--- src/hw/rtl/multi_stream_length_deframer_core_macros.svh ---
// Assertion macros shared by the deframer RTL.
`ifndef MULTI_STREAM_LENGTH_DEFRAMER_CORE_MACROS_SVH
`define MULTI_STREAM_LENGTH_DEFRAMER_CORE_MACROS_SVH

// Same-cycle implication, checked outside reset.
`define MSLD_ASSERT_NOW(label, ante, cons, msg) \
    label: assert property (@(posedge clk) disable iff (!rst_n) (ante) |-> (cons)) \
        else $error(msg);

// Next-cycle implication, checked outside reset.
`define MSLD_ASSERT_NEXT(label, ante, cons, msg) \
    label: assert property (@(posedge clk) disable iff (!rst_n) (ante) |=> (cons)) \
        else $error(msg);

`endif

--- src/hw/rtl/msld_ram.sv ---
module msld_ram #(
    parameter int unsigned WIDTH = 8,
    parameter int unsigned DEPTH = 16
) (
    input  logic                     clk,
    input  logic                     we,
    input  logic [$clog2(DEPTH)-1:0] waddr,
    input  logic [WIDTH-1:0]         wdata,
    input  logic                     re,
    input  logic [$clog2(DEPTH)-1:0] raddr,
    output logic [WIDTH-1:0]         rdata
);

    logic [WIDTH-1:0] mem [DEPTH];
    logic [WIDTH-1:0] rdata_reg;

    always_ff @(posedge clk)
    begin
        if (we)
        begin
            mem[waddr] <= wdata;
        end
        if (re)
        begin
            rdata_reg <= mem[raddr];
        end
    end

    assign rdata = rdata_reg;

endmodule

--- config.mk ---
export PLATFORM = sky130hd
export DESIGN_NAME = msld_ram
export DESIGN_NICKNAME = d
export VERILOG_FILES = /design/src/hw/rtl/multi_stream_length_deframer_core_macros.svh /design/src/hw/rtl/msld_ram.sv
export SDC_FILE = /design/constraint.sdc
export NUM_CORES = 1
export LEC_CHECK = 0
export BUFFER_PORTS_ARGS = -buffer_cell sky130_fd_sc_hd__buf_2
export CORE_AREA = 2 2 93 95
export DETAILED_ROUTE_END_ITERATION = 16
export DIE_AREA = 0 0 95 97
export GPL_ROUTABILITY_DRIVEN = 0
export GPL_TIMING_DRIVEN = 0
export PLACE_DENSITY_LB_ADDON = 0.25
export SYNTH_ARGS = -nofsm -noshare
export SYNTH_HDL_FRONTEND = slang
export SYNTH_SLANG_ARGS = --single-unit
--- constraint.sdc ---
create_clock -name clk -period 5.1 [get_ports clk]
set_clock_uncertainty 0.05 [all_clocks]
set_input_delay 1.02 -clock clk [delete_from_list [all_inputs] [get_ports clk]]
set_output_delay 1.02 -clock clk [all_outputs]
set_load 0.02 [all_outputs]
==> summary.txt <==
Run status
  • Status: completed

Clocking
  • CTS Buf Count: 17
  • CTS sink count: 136
  • Worst-Skew Late Latency: 520 ps
  • PostCTS Resize Cnt: 0
  • # H-tree levels: 4
  • CTS Hold Bufs: 0
  • CTS tree: done
  • CTS root buf: clkbuf_8
  • CTS max path bufs: 2
  • Reg clk slew, reported paths: 60 ps
  • Post-CTS Repair Setup Buffers: 0

Timing
  • Setup TNS: 0 ps
  • Least-Margin Pin Slew: 1220 ps
  • Endpoints failing hold: 0
  • Relative slew slack: 18.0%
  • RSZ-0062 raised after global routing: no
  • Final setup viols: 0
  • Fmax: 0.394 GHz
  • Period minus WS final: 2540 ps
  • Max-slew violations: 0
  • Crit share post-route: 49.7%

Placed design
  • IO Port Bufs: 25
  • Post-Place Cells: 359
  • Hpwl dp: 5.93 mm

Floorplan
  • Die width: 95 um
  • Row cnt: 33
  • Die Area: 9220 um^2
  • Die Y: 97 um
  • I/O pins: 27
  • Initial core utilization: 64.3%
  • Core area: 8130 um^2

Power
  • Power per cell area: 424 nW/um^2
  • Peak supply drop: 0.366 mV
  • Lkg Pwr: 2.03 nW

Finish
  • # fillers: 413
  • Area of the multi-input gates: 1060 um^2
  • Area occupied by registers: 4080 um^2
  • Most frequent cells in the layout: edfxtp_1 (136), buf_2 (28), mux4_2 (18)
  • Layout cells sized above 1: 28.3%
  • Largest register FFs: 128
  • Synth-to-layout area growth: 15.9%
  • Non-Filler Instances: 391
  • Nets: 292
  • ANT cells: 0
  • Commonest non-fill, non-tap cell in the layout: edfxtp_1

Drt
  • Detail Route Antenna Nets: 0
  • Vias: 2510
  • DR DRC count: 0
  • Via density per instance: 6.42
  • Final WL: 9.76 mm
  • Average wire per cell in the routed design: 25.0 um
  • First-pass detailed-route iteration total: 5
  • Starting DRT DRC Count: 233

Yosys
  • Yosys Warn Count: 0
  • Top cell type by total area after synthesis: edfxtp_1
  • Top cells by area, synth: edfxtp_1 (78%), mux4_2 (7.8%), mux4_1 (7.0%)
  • Seq cells post-synth: 136
  • Mapped Area: 5230 um^2
  • Cells after Synth: 229
  • Synth Net Count: 248
  • Syn Area/Cell: 22.8 um^2
  • Post-synth top area share: 78.1%
  • Post-synth cell types: 18
  • Register area share after synthesis: 78.1%

Setup path
  • Crit path kind: in2reg
  • CP endpoint kind: flip-flop
  • CP delay by family, top: simple AND/OR/NAND/NOR gates
  • Startpoint types: input port
  • WP buf/inv: 1
  • Critical Path Max Stage Delay: 950 ps
  • Crit path cell chain: buf_2 -> or3b_2 -> nor3_1
  • Largest fanout on the critical path: 8
  • Worst EP required: 5180 ps
  • Worst Path Arrival: 2610 ps
  • Slowest CP cell: nor3_1

Global route
  • Largest net degree at the start of global routing: 17
  • GRT overflow: 0
  • GRT Total Usage: 23.4%
  • First-pass GRT wire length: 14.6 mm
  • Vias in the first global route: 2421
  • Antenna violations before repair: 0

Job
  • Max-cap violation count: 0

Hold path
  • HP Class: reg2reg
stage by stage:
stage               instance area, um^2  total power [mW]  setup WS (ps)  utilization [%]  hold slack (ps)
floorplan                          5230              1.36           2540                -              655
global placement                   5480              1.41           1990             67.4              680
detailed placement                 5480              1.41           2050             67.4              703
CTS                                6060              2.58           2560             74.5              718
global route                       6060              2.64           2460             74.5              766
finish                             6060              2.57           2560             74.5              712
cell usage after synthesis:
| cell | n |
|---|---|
| or3b_2 | 1 |
| mux4_2 | 18 |
| buf_2 | 3 |
| nor2b_1 | 1 |
| nand2b_1 | 2 |
| buf_4 | 1 |
| buf_6 | 3 |
| and2_1 | 1 |
| edfxtp_1 | 136 |
| nand2_1 | 9 |
| a22oi_1 | 16 |
| nand3b_1 | 2 |
| and2b_1 | 1 |
| nor2_1 | 13 |
| mux4_1 | 14 |
| clkdlybuf4s25_2 | 3 |
| nand3_1 | 1 |
| nor3_1 | 4 |
worst reg2reg max path, delay by kind of cell, from the launching register on:
kind,cells,cell delay (ps)
muxes,1,540
and+or+nand+nor,1,90
AOI/OAI and AO/OA,1,250
DFF,1,370
per-layer routing:
layer	up-vias	track usage (%)	wire length [um]
met5	-	0	0
met4	0	7.36	129
met3	14	6.07	843
met2	159	33.0	4750
met1	1264	37.0	4030
li1	1073	-	-
path summary, 6_finish.rpt:
| kind | startpoint | to | slack [ps] | cells after the start |
|---|---|---|---|---|
| worst max-delay path | waddr[2] | mem[0][0] | 2560 | 3 |
| worst min-delay path | mem[11][3] | rdata[3] | 710 | 3 |
| worst max register to register | mem[6][1] | rdata[1] | 3540 | 3 |
| worst min register to register | mem[11][3] | rdata[3] | 710 | 3 |
where the power goes:
group	total [mW]	internal, mW	switching, mW
clock network	1.18	0.740	0.437
logic	0.123	0.0486	0.0742
registers	1.27	1.26	0.00605
total	2.57	2.05	0.518
kinds of logic (layout without fill, tap and decap cells):
kind of cell	after synthesis	after routing	synth area share [%]
AND/OR/NAND/NOR	35	35	3.14
AO/OA/AOI/OAI	16	16	2.30
multiplexers	32	32	14.8
buffers and inverters	10	67	1.65
flip-flops	136	136	78.1
final cells by class:
type / instances / share of cell area [%]
sequential: 136 / 67.4
buffer: 10 / 1.43
clock inverter: 13 / 2.52
multi-input combinational: 83 / 17.5
tap: 105 / 2.17
timing repair buffer: 25 / 2.07
clock buffer: 19 / 6.96
No activity file was read; power rests on OpenSTA's default activity.
