[config.mk]
export PLATFORM = sky130hd
export DESIGN_NAME = msld_step
export DESIGN_NICKNAME = d
export VERILOG_FILES = /design/src/hw/rtl/multi_stream_length_deframer_core_macros.svh /design/src/hw/rtl/msld_pkg.sv /design/src/hw/rtl/msld_step.sv
export SDC_FILE = /design/constraint.sdc
export NUM_CORES = 1
export LEC_CHECK = 0
export BUFFER_PORTS_ARGS = -buffer_cell sky130_fd_sc_hd__buf_2
export CORE_MARGIN = 10
export CORE_UTILIZATION = 53
export DETAILED_ROUTE_END_ITERATION = 12
export PLACE_DENSITY = 0.91
export SLEW_MARGIN = 20
export SYNTH_ARGS = -nofsm -noshare
export SYNTH_HDL_FRONTEND = slang
export SYNTH_SLANG_ARGS = --single-unit
export TNS_END_PERCENT = 100
[constraint.sdc]
create_clock -name vclk -period 4.2
set_input_delay 0.42 -clock vclk [all_inputs]
set_output_delay 0.42 -clock vclk [all_outputs]
set_load 0.05 [all_outputs]
[src/hw/rtl/multi_stream_length_deframer_core_macros.svh]
// Assertion macros shared by the deframer RTL.
`ifndef MULTI_STREAM_LENGTH_DEFRAMER_CORE_MACROS_SVH
`define MULTI_STREAM_LENGTH_DEFRAMER_CORE_MACROS_SVH

// Same-cycle implication, checked outside reset.
`define MSLD_ASSERT_NOW(label, ante, cons, msg) \
    label: assert property (@(posedge clk) disable iff (!rst_n) (ante) |-> (cons)) \
        else $error(msg);

// Next-cycle implication, checked outside reset.
`define MSLD_ASSERT_NEXT(label, ante, cons, msg) \
    label: assert property (@(posedge clk) disable iff (!rst_n) (ante) |=> (cons)) \
        else $error(msg);

`endif

[src/hw/rtl/msld_pkg.sv]
package msld_pkg;

    localparam int unsigned STREAM_COUNT = 256;
    // Only stream numbers that fit the 8-bit stream field can ever be stored.
    localparam int unsigned MEM_DEPTH = (STREAM_COUNT < 256) ? STREAM_COUNT : 256;
    localparam int unsigned ADDR_W = $clog2(MEM_DEPTH);

    localparam logic [3:0] HDR_BYTES = 4'd9;
    localparam logic [3:0] LEN_HI_POS = 4'd6;
    localparam logic [3:0] POS_IDLE = 4'd0;

    localparam logic FUNC_DATA = 1'b0;
    localparam logic FUNC_CLOSE = 1'b1;

    typedef struct packed {
        logic [15:0] left;
        logic [7:0]  hi;
        logic [3:0]  pos;
    } prog_t;

    localparam int unsigned PROG_W = $bits(prog_t);

    typedef struct packed {
        logic       emit;
        logic [7:0] data;
        logic       is_header;
        logic       frame_start;
        logic       frame_end;
        logic       aborted;
    } result_t;

endpackage

[src/hw/rtl/msld_step.sv]
module msld_step
    import msld_pkg::*;
(
    input  logic       func,
    input  logic [7:0] data_byte,
    input  prog_t      cur,
    output prog_t      nxt,
    output result_t    res
);

    logic [3:0]  pos_inc;
    logic [15:0] left_dec;
    prog_t       hdr_prog;

    always_comb
    begin
        pos_inc = cur.pos + 4'd1;
        left_dec = cur.left - 16'd1;
        hdr_prog = cur;
        hdr_prog.pos = pos_inc;
        if (cur.pos == LEN_HI_POS)
        begin
            hdr_prog.hi = data_byte;
        end
        else if (cur.pos == LEN_HI_POS + 4'd1)
        begin
            hdr_prog.left = {cur.hi, data_byte};
        end

        nxt = cur;
        res = '0;
        res.data = data_byte;

        if (func == FUNC_CLOSE)
        begin
            res.data = 8'd0;
            if (cur.pos != POS_IDLE)
            begin
                nxt = '0;
                res.emit = 1'b1;
                res.aborted = 1'b1;
            end
        end
        else if (cur.pos < HDR_BYTES)
        begin
            res.emit = 1'b1;
            res.is_header = 1'b1;
            res.frame_start = (cur.pos == POS_IDLE);
            // The last header byte closes the frame at once when the body is empty.
            if (pos_inc == HDR_BYTES && hdr_prog.left == 16'd0)
            begin
                res.frame_end = 1'b1;
                nxt = '0;
            end
            else
            begin
                nxt = hdr_prog;
            end
        end
        else
        begin
            res.emit = 1'b1;
            if (left_dec == 16'd0)
            begin
                res.frame_end = 1'b1;
                nxt = '0;
            end
            else
            begin
                nxt.pos = HDR_BYTES;
                nxt.left = left_dec;
            end
        end
    end

endmodule

==> results of run 1 <==
layout by cell type (no fill, tap or decap), drive strengths merged, types with 3 or more instances in the layout:
cell     n
buf     81
a21oi   28
nand2   26
nor2    23
o21ai   22
nor3    11
a211oi  11
nor2b    9
a22oi    9
inv      8
xnor2    8
nor4     7
nand4    6
ha       6
and2     4
nand3    4
a31oi    3
nand3b   3
a32oi    3
where the power goes:
group	internal, uW	switching, uW
combinational	71.5	196
sequential	0	0
clock	0	0
logic make-up after synthesis:
family	Yosys count
fa+ha+maj	6
compound gates	96
simple gates	108
xor+xnor	9
buf+inv	27
routing by layer:
metal	routed length [um]	global-route usage (%)	up-vias
met5	0	0	-
met4	91	4.07	0
met3	966	6.65	15
met2	2580	31.0	176
met1	2330	25.2	1001
li1	-	-	1053
final cells by class:
cell class	instances	area, um2
tap	31	38.8
fill	259	876
timing repair buffer	81	413
multi-input combinational	219	1420
inverter	8	30.0
how the worst max path moves through the flow:
stage | startpoint | to | cells after the start
finish | cur[0] | nxt[6] | 10
global route | cur[0] | nxt[5] | 10
CTS | cur[0] | nxt[6] | 10
detailed placement | cur[0] | nxt[6] | 10
global placement | cur[0] | nxt[8] | 10
floorplan | cur[13] | nxt[14] | 10
worst max-delay path, stage by stage:
cell	delay, ns
buf_2	0.12
inv_1	0.10
ha_1	0.23
nand4bb_1	0.52
nand4_1	0.29
o31ai_1	0.15
a21oi_1	0.59
a211oi_1	0.14
a21oi_2	0.17
buf_2	0.27
stage by stage:
step / instances / setup WS, ns
6_report: 339 / 0.770
5_1_grt: 339 / 0.525
4_1_cts: 339 / 0.825
3_5_place_dp: 339 / 0.823
3_3_place_gp: 339 / 0.804
2_1_floorplan: 246 / 0.786
==> flow_summary_export.csv, run 1 <==
group,metric,value,unit
detailed_routing,totalWireLength,5.97,mm
detailed_routing,ant_nets,0,
outcome,status,"completed",
logic_synthesis,synthXorXnorAreaFrac,5.03,%
setup_path,critPathKind,"in2out",
logic_synthesis,seq_area_frac_synth,0,%
logic_synthesis,avgSynthCellArea,6.37,um2
detailed_routing,via_count,2245,
hold_path,min-delay-start,"cur[0]",
logic_synthesis,synthCells,246,
power,finalPower,267,uW
die,die_h,74.4,um
logic_synthesis,yosysTopAreaCell,"a21oi_1",
detailed_routing,routedWlPerCell,17.6,um
logic_synthesis,syn-num-nets,289,
logic_synthesis,netlist_area,1570,um2
setup_path,startpoint_type,"input pin",
die,die_area,5530,um2
logic_synthesis,yosys.area.top_type_share,6.39,%
grt,grt_pass1_vias,2030,
logic_synthesis,synthMuxAreaShare,0,%
logic_synthesis,synth_area_leaders,"a21oi_1 6.4%, nand2_1 6.2%, nor2_1 5.5%, o21ai_0 5.4%, ha_1 4.8%",
hold_path,min_delay_path_depth,4,
die,die_w,74.4,um
grt,grt_pass1_wl,9.32,mm
sta,final_hold_viol_count,0,
power,ir_worst_vdd,0.000115,V
setup_path,worstPathRequired,3.78,ns
logic_synthesis,synth_top_family_by_area,"compound AO/OA/AOI/OAI gates",
power,leakagePower,0.000808,uW
die,core-area,2780,um2
cells_and_area,drive_above_1_share,33.4,%
sta,period_needed,3.43,ns
sta,slew_headroom,55.4,%
sta,max_freq,292,MHz
die,ios,78,
cells_and_area,final_area,1910,um2
place,port_buffers,78,
grt,grt_max_degree,31,
logic_synthesis,yosysMostFrequentCell,"nand2_1",
setup_path,crit_fanout,12,
detailed_routing,drc_errors,0,
flow_run,cap_violations,0,
setup_path,crit_arrival,3.01,ns
logic_synthesis,yosys_warnings,0,
sta,final.period_utilization,81.7,%
detailed_routing,drt_iter0_markers,267,
grt,grt_use_total,19.6,%
place,hpwl,4.86,mm
grt,grt_overflow,0,
logic_synthesis,yosys.area_share.simple,37.5,%
cells_and_area,clockBufferCount,0,
cells_and_area,nets,353,
cells_and_area,diodes,0,
grt,antenna_found_initial,0,
cells_and_area,regArea,0,um2
place,place_congestion,0.975,
sta,totalNegativeSetupSlack,0,ns
logic_synthesis,synth_fa_ha_area_share,4.79,%
detailed_routing,viasPerCell,6.62,
sta,slew_viol_final,0,
sta,max_slew.worst_pin.slew,0.669,ns
hold_path,holdPathEnd,"nxt[0]",
detailed_routing,first_pass_iters,6,
place,dpl_cell_area,1910,um2
power,p_per_area,140,nW/um2
cells_and_area,syn_to_final_growth,21.6,%
logic_synthesis,synth-compound-area-share,43.5,%
logic_synthesis,ys_types,63,
setup_path,endpoint_kind,"primary output",
clocking,cts_resized,0,
die,rows,19,
cells_and_area,seq_cells,0,
hold_path,hp-class,"in2out",
cells_and_area,utilization,68.5,%
clocking,cts_hold_buffers,0,
sta,hold_ws,1.29,ns
sta,rsz0062_at_grt,"false",
clocking,cts_setup_buffers,0,
logic_synthesis,ys_top_cells_by_count,"26 x nand2_1, 23 x nor2_1, 20 x a21oi_1, 17 x o21ai_0",
die,initial_utilization,56.3,%
sta,finalSetupViolations,0,
(Power assumes the default switching activity.)
==> inputs of run 2 (changes only) <==
ABC_AREA = 1   (was not set)
CORE_UTILIZATION = 50   (was 53)
PLACE_DENSITY = 0.85   (was 0.91)
clock period = 3.27 ns   (was 4.2 ns; I/O delays follow)
==> run 2 against run 1 <==
Against the previous run: synthesized cell count grew 46%; area after synthesis grew 5.1%; first-iteration DRC count is 27% higher; combinational power rose by 37%; final cell count grew 39%; die area is 8.3% higher; sequential share of layout area unchanged; cell area grew 7.7%; worst hold slack worse by 0.23 ns; clock-buffer cell count did not move; critical path depth up 6; setup slack got worse by 0.47 ns; critical path type unchanged; critical endpoint is now nxt[11].
==> flow_summary_export.csv, run 2 <==
group,metric,value,unit
outcome,status,"completed",
logic_synthesis,yosysMostFrequentCell,"nand2_1",
setup_path,crit_path_frequent_cell,"nand2_1",
detailed_routing,totalWireLength,6.29,mm
logic_synthesis,ys_types,25,
cells_and_area,regArea,0,um2
logic_synthesis,synthCells,358,
cells_and_area,seq_cells,0,
die,ios,78,
logic_synthesis,avgSynthCellArea,4.60,um2
sta,slew_headroom,50.3,%
logic_synthesis,yosys.area.top_type_share,31.9,%
detailed_routing,first_pass_iters,5,
logic_synthesis,synth_area_leaders,"nand2_1 32%, o21ai_0 12%, nor2_1 11%, nand3_1 8.8%, inv_1 7.5%",
sta,final_hold_viol_count,0,
cells_and_area,layout_commonest_cell,"nand2_1",
die,die_w,77.4,um
power,leakagePower,0.00125,uW
sta,max_slew.worst_pin.slew,0.745,ns
sta,final.period_utilization,90.9,%
grt,antenna_found_initial,0,
sta,rsz0062_at_grt,"false",
setup_path,crit_family,"simple AND/OR/NAND/NOR gates",
detailed_routing,ant_nets,0,
cells_and_area,final_cells,470,
detailed_routing,drt_iter0_markers,338,
hold_path,min-delay-start,"data_byte[5]",
cells_and_area,nets,471,
cells_and_area,diodes,0,
logic_synthesis,yosysTopAreaCell,"nand2_1",
power,p_per_area,178,nW/um2
sta,period_needed,2.97,ns
logic_synthesis,syn-num-nets,401,
cells_and_area,clockBufferCount,0,
logic_synthesis,ys_top_cells_by_count,"140 x nand2_1, 49 x nor2_1, 40 x o21ai_0, 33 x inv_1, 29 x nand3_1",
setup_path,critPathMaxStageDelay,0.30,ns
flow_run,cap_violations,0,
detailed_routing,drc_errors,0,
place,dp.cells,470,
logic_synthesis,seq_area_frac_synth,0,%
power,finalPower,365,uW
setup_path,crit_fanout,7,
setup_path,path_buf_inv,4,
hold_path,hp-class,"in2out",
die,die_area,5990,um2
sta,slew_viol_final,0,
cells_and_area,utilization,66.2,%
setup_path,endpoint_kind,"primary output",
sta,totalNegativeSetupSlack,0,ns
cells_and_area,multi_input_area,1430,um2
cells_and_area,syn_to_final_growth,24.7,%
hold_path,min_delay_path_depth,4,
die,core-area,3100,um2
setup_path,crit_chain,"buf_2, inv_2, ha_1, nand2_1, nor2_1, nand3_1, nand2_1, nand2_1, nor2_1, nand3_1, buf_4, nand3_1, nand2_1, nand2_1, nand2_1, buf_2",
place,port_buffers,78,
grt,grt_pass1_vias,2283,
die,rows,20,
detailed_routing,via_count,2529,
place,hpwl,5.13,mm
setup_path,startpoint_type,"input pin",
grt,grt_max_degree,31,
grt,grt_use_total,19.1,%
grt,grt_pass1_wl,10.3,mm
setup_path,worstPathRequired,2.94,ns
grt,grt_overflow,0,
sta,max_freq,336,MHz
cells_and_area,nFillCells,332,
hold_path,holdPathEnd,"res[9]",
place,place_congestion,0.966,
logic_synthesis,yosys_warnings,0,
setup_path,slowest_stage,"nand3_1",
power,ir_worst_vdd,0.000112,V
detailed_routing,routedWlPerCell,13.4,um
cells_and_area,final_cell_mix,"140 x nand2_1, 78 x buf_2, 49 x nor2_1, 38 x o21ai_0, 33 x inv_1",
setup_path,critPathKind,"in2out",
cells_and_area,drive_above_1_share,23.5,%
logic_synthesis,netlist_area,1650,um2
die,initial_utilization,53.1,%
die,die_h,77.4,um
clocking,cts_hold_buffers,0,
detailed_routing,viasPerCell,5.38,
setup_path,crit_arrival,2.65,ns
sta,finalSetupViolations,0,
run 2: repair_timing:
item / 4_1_cts / 5_1_grt
gates resized for setup: 0 / 3
setup endpoints to repair: 0 / 5
buffers inserted: 0 / 0
run 2: stage by stage:
stage | hold WS [ns] | setup slack (ns) | instance area [um2]
floorplan | 0.837 | 0.375 | 1650
global placement | 1.06 | 0.279 | 2050
detailed placement | 1.06 | 0.233 | 2050
CTS | 1.06 | 0.225 | 2050
global route | 1.07 | 0.0757 | 2050
finish | 1.06 | 0.297 | 2050
run 2: where the power goes:
group	internal [uW]	leakage [uW]	switching, uW
clock	0	0	0
sequential	0	0	0
combinational	95.3	0.00125	270
total	95.3	0.00125	270
run 2: tightest hold or removal path, delay by kind of cell:
| family | cells | cell delay [ns] |
|---|---|---|
| simple gates | 1 | 0.03 |
| buf+inv | 3 | 0.37 |
run 2: final cells by class:
| type | count | area share [%] |
|---|---|---|
| inverter | 36 | 6.58 |
| multi-input combinational | 306 | 69.5 |
| tap | 44 | 2.68 |
| timing repair buffer | 84 | 21.2 |
run 2: cell families after synthesis:
group	count (synthesis)	synth area share, %
compound gates	57	17.6
simple gates	238	61.3
buf+inv	52	13.8
fa+ha+maj	6	4.56
xor+xnor	5	2.66
run 2: worst max path at each step:
stage | startpoint | endpoint | cells after the start
finish | cur[12] | nxt[11] | 16
global route | cur[0] | nxt[11] | 14
CTS | cur[0] | nxt[8] | 14
detailed placement | cur[0] | nxt[8] | 14
global placement | cur[0] | nxt[9] | 14
floorplan | cur[0] | nxt[18] | 7
run 2: layer usage:
| layer | vias to the layer above | global-route usage, % | share of wire (%) |
|---|---|---|---|
| met3 | 6 | 3.80 | 11 |
| li1 | 1268 | - | - |
| met1 | 1115 | 25.0 | 43 |
| met2 | 140 | 31.9 | 44 |
| met4 | 0 | 3.10 | 1.1 |
| met5 | - | 0 | 0 |
==> inputs of run 3 (changes only) <==
CORE_MARGIN = 1   (was 10)
CORE_UTILIZATION = 45   (was 50)
PLACE_DENSITY = 0.81   (was 0.85)
clock period = 2.62 ns   (was 3.27 ns; I/O delays follow)
==> run 3 against run 2 <==
Against the previous run: clock-buffer cell count unchanged; largest power group unchanged; critical path type unchanged; core utilization shrank 3.1 points; global-route usage up 11 points; via count shrank 0.79%; final cell count up 1.3%; critical path depth down 1.
==> flow_summary_export.csv, run 3 (synthesis gave the netlist of run 2 again) <==
group,metric,value,unit
cells_and_area,clockBufferCount,0,
hold_path,hp-class,"in2out",
cells_and_area,nets,475,
cells_and_area,seq_cells,0,
cells_and_area,final_area,2150,um2
cells_and_area,drive_above_1_share,25.3,%
setup_path,path_buf_inv,5,
grt,grt_overflow,0,
sta,max_slew.worst_pin.slew,0.521,ns
place,port_buffers,78,
setup_path,cp.depth,15,
power,power_frac_clock,0,%
sta,finalSetupViolations,0,
grt,grt_use_total,29.9,%
detailed_routing,drt_iter0_markers,205,
sta,final.period_utilization,93.3,%
outcome,status,"completed",
detailed_routing,totalWireLength,5.94,mm
setup_path,crit_fanout,30,
detailed_routing,routedWlPerCell,12.5,um
grt,grt_pass1_vias,2180,
power,p_per_area,217,nW/um2
cells_and_area,diodes,0,
setup_path,crit_arrival,2.18,ns
detailed_routing,ant_nets,0,
setup_path,endpoint_kind,"primary output",
die,core-area,3420,um2
sta,rsz0062_at_grt,"false",
setup_path,worstPathRequired,2.36,ns
place,dpl_cell_area,2090,um2
die,initial_utilization,48.2,%
grt,grt_max_degree,31,
grt,grt_pass1_wl,9.87,mm
setup_path,crit_family,"simple AND/OR/NAND/NOR gates",
place,place_congestion,0.912,
setup_path,crit_chain,"buf_2, inv_1, ha_2, nor2_4, nand2_2, buf_12, o21ai_0, nand4_1, nand3b_1, buf_6, nand3_2, nand2_1, nand2_1, nand2_1, buf_6",
sta,final_hold_viol_count,0,
detailed_routing,via_count,2509,
power,finalPower,468,uW
power,swShare,72.2,%
sta,period_needed,2.44,ns
cells_and_area,final_cell_mix,"139 x nand2_1, 71 x buf_2, 47 x nor2_1, 36 x o21ai_0, 33 x inv_1",
sta,slew_headroom,65.2,%
die,die_area,3910,um2
setup_path,critPathMaxStageDelay,0.23,ns
grt,antenna_found_initial,0,
power,power.internal,130,uW
setup_path,critPathKind,"in2out",
place,hpwl,4.63,mm
detailed_routing,viasPerCell,5.27,
power,ir_worst_vdd,0.000144,V
setup_path,startpoint_type,"input pin",
power,leakagePower,0.00127,uW
detailed_routing,drc_errors,0,
flow_run,cap_violations,0,
power,power_frac_comb,100.0,%
die,die_w,62.5,um
clocking,cts_hold_buffers,0,
detailed_routing,first_pass_iters,5,
die,rows,21,
hold_path,min_delay_path_depth,4,
cells_and_area,layout_commonest_cell,"nand2_1",
power,switchingPower,338,uW
cells_and_area,syn_to_final_growth,30.9,%
sta,max_freq,409,MHz
setup_path,slowest_stage,"o21ai_0",
setup_path,crit_path_frequent_cell,"nand2_1",
cells_and_area,nFillCells,370,
cells_and_area,regArea,0,um2
sta,slew_viol_final,0,
die,ios,78,
die,die_h,62.5,um
power,seqPwrFrac,0,%
[run 3: cell types whose count changed in the layout (fill, tap and decap cells not counted), moves of 2 or more]
cell,previous run,this run
nor2_1,49,47
o21ai_1,14,16
buf_2,78,71
nand2_2,1,3
buf_4,6,11
buf_6,0,5
o21ai_0,38,36
nor2_4,0,2
[run 3: final cells by class]
type	count	area, um2	share of cell area (%)
Timing Repair Buffer	88	514	23.9
Inverter	36	135	6.27
Multi-Input combinational cell	306	1450	67.2
Tap cell	46	57.6	2.67
[run 3: per-stage QoR]
stage               util (%)  setup TNS [ns]  hold WS, ns  setup WS, ns  std cells
floorplan                  -           -1.01        0.707        -0.145        358
global placement        61.3               0        0.925        0.0964        476
detailed placement      61.3               0        0.919         0.135        476
CTS                     61.3               0        0.923         0.128        476
global route            63.1               0        0.945        0.0165        476
finish                  63.1               0        0.926         0.176        476
[run 3: power by group through the flow]
stage               Combinational (uW)  Sequential, uW  Clock, uW
global placement                   449               0          0
global route                       506               0          0
detailed placement                 450               0          0
CTS                                452               0          0
finish                             468               0          0
floorplan                          325               0          0
[run 3: path summary, 6_finish.rpt]
kind | start | to | slack [ns]
setup / recovery | cur[0] | nxt[5] | 0.18
hold / removal | data_byte[5] | res[9] | 0.93
[run 3: what timing repair did]
item,4_1_cts,5_1_grt
setup buffers,0,0
endpoints found under the setup margin,0,11
resized for setup,0,30
[run 3: per-layer routing]
metal / wire, um / track usage, %
met1: 2630 / 41.4
met2: 2850 / 52.2
met3: 401 / 1.64
met4: 49 / 2.62
met5: 0 / 0
